`src/hdl/spq_pkg.sv`:
```
// Shared types, codes and stream field offsets for the priority queue scheduler.
package spq_pkg;

	localparam int DEF_QUEUE_DEPTH = 64;
	localparam int DEF_RECORD_BITS = 32;
	localparam int NUM_CLASSES     = 3;

	localparam int REC_FIELD_W = 32;
	localparam int WAIT_W      = 8;

	// Input stream layout
	localparam int IN_CLS_LSB  = 0;
	localparam int IN_REC_LSB  = 2;
	localparam int IN_TDATA_W  = 40;
	localparam int IN_TUSER_W  = 2;

	// Output stream layout
	localparam int OUT_SP_LSB  = 0;
	localparam int OUT_SR_LSB  = 2;
	localparam int OUT_TW_LSB  = 34;
	localparam int OUT_HP_LSB  = 42;
	localparam int OUT_HR_LSB  = 44;
	localparam int OUT_SF_BIT  = 76;
	localparam int OUT_TDATA_W = 80;
	localparam int OUT_TUSER_W = 1;

	typedef enum logic [1:0] {
		KIND_ENQ   = 2'd0,
		KIND_SERVE = 2'd1,
		KIND_END   = 2'd2
	} kind_t;

	typedef enum logic [1:0] {
		CLS_URGENT = 2'd0,
		CLS_MIDDLE = 2'd1,
		CLS_LOW    = 2'd2,
		CLS_NONE   = 2'd3
	} cls_t;

	// Per-queue control from the scheduler
	typedef struct packed {
		logic push;
		logic pop;
	} qctl_t;

endpackage

```
`src/hdl/spq_queue.sv`:
```
// One FIFO queue: record memory, pointers, count and a cached head / next-head pair.
module spq_queue #(
	parameter int DEPTH = spq_pkg::DEF_QUEUE_DEPTH,
	parameter int RB    = spq_pkg::DEF_RECORD_BITS,
	localparam int CW   = $clog2(DEPTH + 1)
) (
	input  logic              clk,
	input  logic              arst_n,
	input  spq_pkg::qctl_t    ctl,
	input  logic [RB-1:0]     wr_data,
	output logic [CW-1:0]     occ,
	output logic [CW-1:0]     occ_nxt,
	output logic [RB-1:0]     head,
	output logic [RB-1:0]     head_nxt
);
	import spq_pkg::*;

	localparam int AW = (DEPTH > 1) ? $clog2(DEPTH) : 1;

	logic [RB-1:0] mem [DEPTH];
	logic [AW-1:0] head_ptr_q, tail_ptr_q, head_ptr_d, rd_addr;
	logic [CW-1:0] occ_q;
	logic [RB-1:0] head_val_q, nxt_q;

	function automatic logic [AW-1:0] ptr_inc(input logic [AW-1:0] p);
		ptr_inc = (p == AW'(DEPTH - 1)) ? '0 : p + AW'(1);
	endfunction

	always_comb begin
		head_ptr_d = ctl.pop ? ptr_inc(head_ptr_q) : head_ptr_q;
		// entry behind the head as it stands after this cycle
		rd_addr    = ptr_inc(head_ptr_d);

		occ_nxt = occ_q;
		if (ctl.push) begin
			occ_nxt = occ_q + CW'(1);
		end else if (ctl.pop) begin
			occ_nxt = occ_q - CW'(1);
		end

		head_nxt = head_val_q;
		if (ctl.push && occ_q == '0) begin
			head_nxt = wr_data;
		end else if (ctl.pop) begin
			head_nxt = nxt_q;
		end
	end

	assign occ  = occ_q;
	assign head = head_val_q;

	always_ff @(posedge clk or negedge arst_n) begin
		if (!arst_n) begin
			head_ptr_q <= '0;
			tail_ptr_q <= '0;
			occ_q      <= '0;
		end else begin
			head_ptr_q <= head_ptr_d;
			occ_q      <= occ_nxt;
			if (ctl.push) begin
				tail_ptr_q <= ptr_inc(tail_ptr_q);
			end
		end
	end

	always_ff @(posedge clk) begin
		head_val_q <= head_nxt;
	end

	always_ff @(posedge clk) begin
		if (ctl.push) begin
			mem[tail_ptr_q] <= wr_data;
		end
	end

	// registered read of the next-to-head entry, write data forwarded
	always_ff @(posedge clk) begin
		if (ctl.push && tail_ptr_q == rd_addr) begin
			nxt_q <= wr_data;
		end else begin
			nxt_q <= mem[rd_addr];
		end
	end

endmodule

```
`config.mk`:
```
export PLATFORM = sky130hd
export DESIGN_NAME = spq_queue
export DESIGN_NICKNAME = d
export VERILOG_FILES = /design/src/hdl/spq_pkg.sv /design/src/hdl/spq_queue.sv
export SDC_FILE = /design/constraint.sdc
export NUM_CORES = 2
export LEC_CHECK = 0
export BUFFER_PORTS_ARGS = -buffer_cell sky130_fd_sc_hd__buf_2
export CORE_MARGIN = 3
export CORE_UTILIZATION = 45
export CTS_BUF_LIST = sky130_fd_sc_hd__clkbuf_16
export CTS_CLUSTER_SIZE = 12
export DETAILED_ROUTE_END_ITERATION = 8
export GPL_ROUTABILITY_DRIVEN = 1
export GPL_TIMING_DRIVEN = 1
export PLACE_DENSITY = 0.62
export SLEW_MARGIN = 20
export SYNTH_ARGS = -nofsm -noshare
export SYNTH_HDL_FRONTEND = slang
export SYNTH_SLANG_ARGS = --single-unit
```
`constraint.sdc`:
```
create_clock -name clk -period 3.51 [get_ports clk]
set_input_delay 0.1755 -clock clk [delete_from_list [all_inputs] [get_ports clk]]
set_output_delay 0.1755 -clock clk [all_outputs]
set_load 0.02 [all_outputs]
```
# --- Word-level counts from Yosys, hierarchy flattened ---
# Memories as Yosys holds them, arrays and structs flattened. A register that Yosys moved wholly into a read port is not among the register bits.
# Cells that the tools add are included.
# W data, S select, Z words.
totals:
  mem_count: 1
  ff_bits: 51
  in_bits: 36
  mem_bits_rw: 2048
  elab_cells: 25
  output_inout_bits: 78
classes:
  n_eq_ne: 3
  reduce_logical: 2
  n_mux: 10
  addsub: 5
mem_list:
  columns: ["name", "words", "width", "read_ports", "rd_clocked_by_memory_dff", "wr", "line_no", "text"]
  rows:
  - ["mem", 64, 32, 1, 1, 1, "spq_queue.sv:20", "logic [RB-1:0] mem [DEPTH];"]
ops:
  columns: ["cell", "count"]
  rows:
  - ["$mux W32", 2]
  - ["$mux W6", 4]
  - ["$add A6 B1 Y6 const B", 3]
  - ["$eq A6 B6 Y1 const B", 3]
  - ["$mux W7", 2]
  - ["$add A7 B1 Y7 const B", 1]
  - ["$logic_not A7 Y1", 1]
  - ["$sub A7 B1 Y7 const B", 1]
  - ["$mux W1", 2]
  - ["$logic_and A1 B1 Y1", 1]

# --- Depth between registers and ports, before layout ---
logic_depth:
  depth_word: 5
  depth_mapped: 10
  depth_no_buf: 7

# --- Worst setup path before layout ---
# OpenSTA, ideal clock, no wires.
synth_path:
  path_type: "input port to flip-flop"
  start: "input port ctl[1] (netlist name)"
  end: "memory mem[44][0] (netlist name) (enable)"
  arrival_time_ps: 3234
  setup_ps: 461
  cell_stages: 5
  setup_slack_ps: -185
  required_time_ps: 3049
  n_path_buf: 2
  cell_sequence: "clkbuf_1 and2_1 clkbuf_1 nand3_1 nor3_1"
synth_via:
  elab_chain_cells: 2
synth_lines:
  columns: ["item", "line_no", "text"]
  rows:
  - ["from (decl)", "spq_queue.sv:9", "input spq_pkg::qctl_t ctl,"]
  - ["$mux W1", "spq_queue.sv:71", "if (ctl.push) begin"]
  - ["$mux W1 (not written as such)", "spq_queue.sv:72", "mem[tail_ptr_q] <= wr_data;"]
  - ["to (decl)", "spq_queue.sv:20", null]
# Every way passes these cells.

==> impl_summary.log <==
INFO  metric die_height = 429 um
INFO  metric drcViolationCount = 0
INFO  metric final_net_count = 4,222
INFO  metric clockPowerShare = 28.4%
INFO  metric synth.top_cell.area_share = 76.3%
INFO  metric vias = 41,000
INFO  metric grt_usage = 23.9%
INFO  metric clk_transition_reported_paths = 60 ps
INFO  metric period_needed = 3870 ps
INFO  metric multiInputGateArea = 0.0181 mm2
INFO  metric grt_first_pass_wirelength = 311,000 um
INFO  metric synth_ff_type = edfxtp_1
INFO  metric synth-async-reset-ratio = 0.903%
INFO  metric dp.final_hpwl = 119,000 um
INFO  metric postRouteAntennaNets = 0
INFO  metric worst-slew-pin-transition = 1050 ps
INFO  metric antenna_found_initial = 7
INFO  metric hold-path-cell-count = 1
INFO  metric setup_slack = -356 ps
INFO  metric numPlacedInstances = 6,081
INFO  metric max_ir_drop_vdd = 0.472 mV
INFO  metric stdcell_count = 6,676
INFO  metric max-slew-margin-rel = 30.0%
INFO  metric die-width = 429 um
INFO  metric p_switching = 21.8 mW
INFO  metric hp-class = in -> reg
INFO  metric postSynthAreaPerCell = 22.6 um2
INFO  metric io_buffers = 113
INFO  metric layout.filler_cells = 13,100
INFO  metric synth_top_cell_by_area = edfxtp_1
INFO  metric worst_ep_required_time = 3330 ps
INFO  metric dp_worst_setup_slack = -198 ps
INFO  metric gp_congestion = 0.806
INFO  metric worst-r2r-cell-count = 8
INFO  metric power.share.switching = 30.5%
INFO  metric synth.ff_latch_count = 2,105
INFO  metric clk_root_buf = clkbuf_16
INFO  metric cts_made_buffers = 209
INFO  metric slew_violations = 0
INFO  metric area_growth_syn_to_layout = 20.3%
INFO  metric synth_edf_count = 2,048
INFO  metric worst_setup_path_start_kind = flop
INFO  metric max_cap_viol_count = 0
INFO  metric grt_total_ovfl = 0
INFO  metric endpoint_kind = output port
INFO  metric worst-setup-path-type = reg -> out
INFO  metric syn-instance-count = 3,571
INFO  metric dominant_cells_by_area_after_synthesis = edfxtp_1, mux4_2, mux2i_1
INFO  metric finalClockSkew = 41.3 ps
INFO  metric crit_fanout = 6
INFO  metric hold_viol_final = 0
INFO  metric htreeDepth = 4
INFO  metric sequential_fraction_of_design_power = 41.2%
INFO  metric detail_route.first_pass.iterations = 6
INFO  metric p_leak = 31.6 nW
INFO  metric synth_cell_type_count = 51
INFO  metric floorplan.initialDensity = 45.5%
INFO  metric ys.warnings.count = 0
INFO  metric post-route-period-util = 110%
INFO  metric rsz_0062_raised_after_global_routing = yes
INFO  metric ff_latch_area = 0.0628 mm2
INFO  metric fp-row-count = 154
INFO  metric wl = 222,000 um
INFO  metric post_route_cells_drive_above_1_share = 35.6%
INFO  metric vias_per_cell = 6.15
INFO  metric cts.sinks = 2,105
INFO  metric ioPinCount = 114
INFO  metric power.internal = 49.7 mW
INFO  metric synthMostInstantiatedCell = edfxtp_1
INFO  metric violations = negative setup slack
INFO  metric synth.top_cells.by_count = edfxtp_1, mux4_2, mux2i_1
INFO  metric share_of_synthesized_area_occupied_by_flip_flops_and_latches = 77.8%
INFO  metric run_status = finished, violations left
INFO  metric cp_data_arrival_time = 3690 ps
INFO  metric worstSkewPairLatency = 830 ps
INFO  metric synth_nets = 3,612
INFO  metric cellPowerDensity = 737 mW/mm2
INFO  metric synthesis.area = 0.0807 mm2
INFO  metric cts-root-to-sink-buffers = 3
INFO  metric via_count_of_the_first_global_routing_pass = 40,600
INFO  metric placeableCoreArea = 0.177 mm2
INFO  metric achievable-frequency = 259 MHz
INFO  metric detail_route.iter0.violations = 5,565
INFO  metric wire_per_inst = 33.3 um
INFO  metric dieArea = 0.184 mm2
INFO  metric hold-worst-slack = 28.6 ps
INFO  metric share_comb_of_total_power = 30.4%
INFO  metric maximum_number_of_pins_on_one_net_before_global_route_repair = 66
INFO  metric tritoncts = done
INFO  metric finalSetupViolations = 32
-- critical path, cell delays in order (launching register included) --
cell,delay (ps)
dfxtp_4,450
buf_12,190
buf_12,120
buf_16,130
mux4_2,510
mux2i_1,140
mux2i_1,160
o211ai_1,780
o21ai_2,170
buf_6,180
-- metal layers --
layer	GRT usage, %	share of wire (%)	vias to the layer above
met5	0	0.0058	-
met4	7.06	2.7	2
met3	3.93	8.2	296
met2	38.2	49	2021
met1	34.2	40	22300
li1	-	-	16500
-- logic make-up after synthesis --
kind of cell	synth area share, %
AOI/OAI and AO/OA	2.24
xor gates and xnor gates	0.141
adders and majority gates	0.0776
muxes	16.9
DFF	77.8
buffers and inverters	1.30
and+or+nand+nor	1.57
-- layout make-up --
cell class                      count  share of cell area, %
Antenna cell                        1                0.00258
Timing Repair Buffer              601                   7.29
Multi-Input combinational cell   1255                   18.6
Clock inverter                    155                  0.927
Tap cell                         2340                   3.02
Sequential cell                  2105                   64.7
Clock buffer                      210                   5.42
Inverter                            9                 0.0348
-- cell usage in the layout, fill, tap and decap left out, types with 34 or more instances in the layout --
master            n
mux4_2          531
nor2_1           38
mux2i_1         129
clkbuf_16       218
inv_1            93
o21ai_0          44
buf_12          100
buf_4           249
dfxtp_1          34
buf_2            82
buf_6            61
edfxtp_1       2048
nor2_4           63
clkinv_1         36
dlygate4sd3_1    35
a22oi_1          45
-- state kept, by name, summed over array words and instances (netlist names), named ones only --
register and cells:
head 32, tail_ptr_q 6, mem 2048, occ 7
head_ptr_q 6
-- worst paths after layout --
kind	start	to	slack, ps
max in group asynchronous	arst_n	occ[2]	2180
worst max register to register	flop	head[22]	670
worst min register to register	tail_ptr_q[2]	tail_ptr_q[2]	530
worst min-delay path	wr_data[19]	mem[62][19]	30
min in group asynchronous	arst_n	occ[1]	620
worst max-delay path	flop	head_nxt[22]	-360
-- power groups by stage --
stage	Sequential (mW)	Clock (mW)	Combinational [mW]
detailed placement	30.0	0	17.8
floorplan	29.9	0	10.5
global placement	30.0	0	17.7
CTS	29.5	20.6	20.5
global route	29.6	21.6	22.6
finish	29.5	20.3	21.7
-- per-stage QoR --
stage          instance area (um2)  utilization (%)  power [mW]  TNS, ps
6_report                     97000             54.8        71.5    -4460
5_1_grt                      97000             54.8        73.7    -6900
3_5_place_dp                 86700             48.9        47.8     -526
4_1_cts                      95500             53.9        70.6    -8570
3_3_place_gp                 86700             48.9        47.7     -902
2_1_floorplan                80700                -        40.4        0
-- timing repair --
item | 4_1_cts | 5_1_grt
cloned | 26 | 8
buffers inserted | 74 | 105
gates resized for setup | 225 | 173
endpoints found under the hold margin | 909 | 0
hold buffers | 35 | 0
pin swaps | 35 | 66
endpoints found under the setup margin | 32 | 32
(Power assumes the default switching activity.)
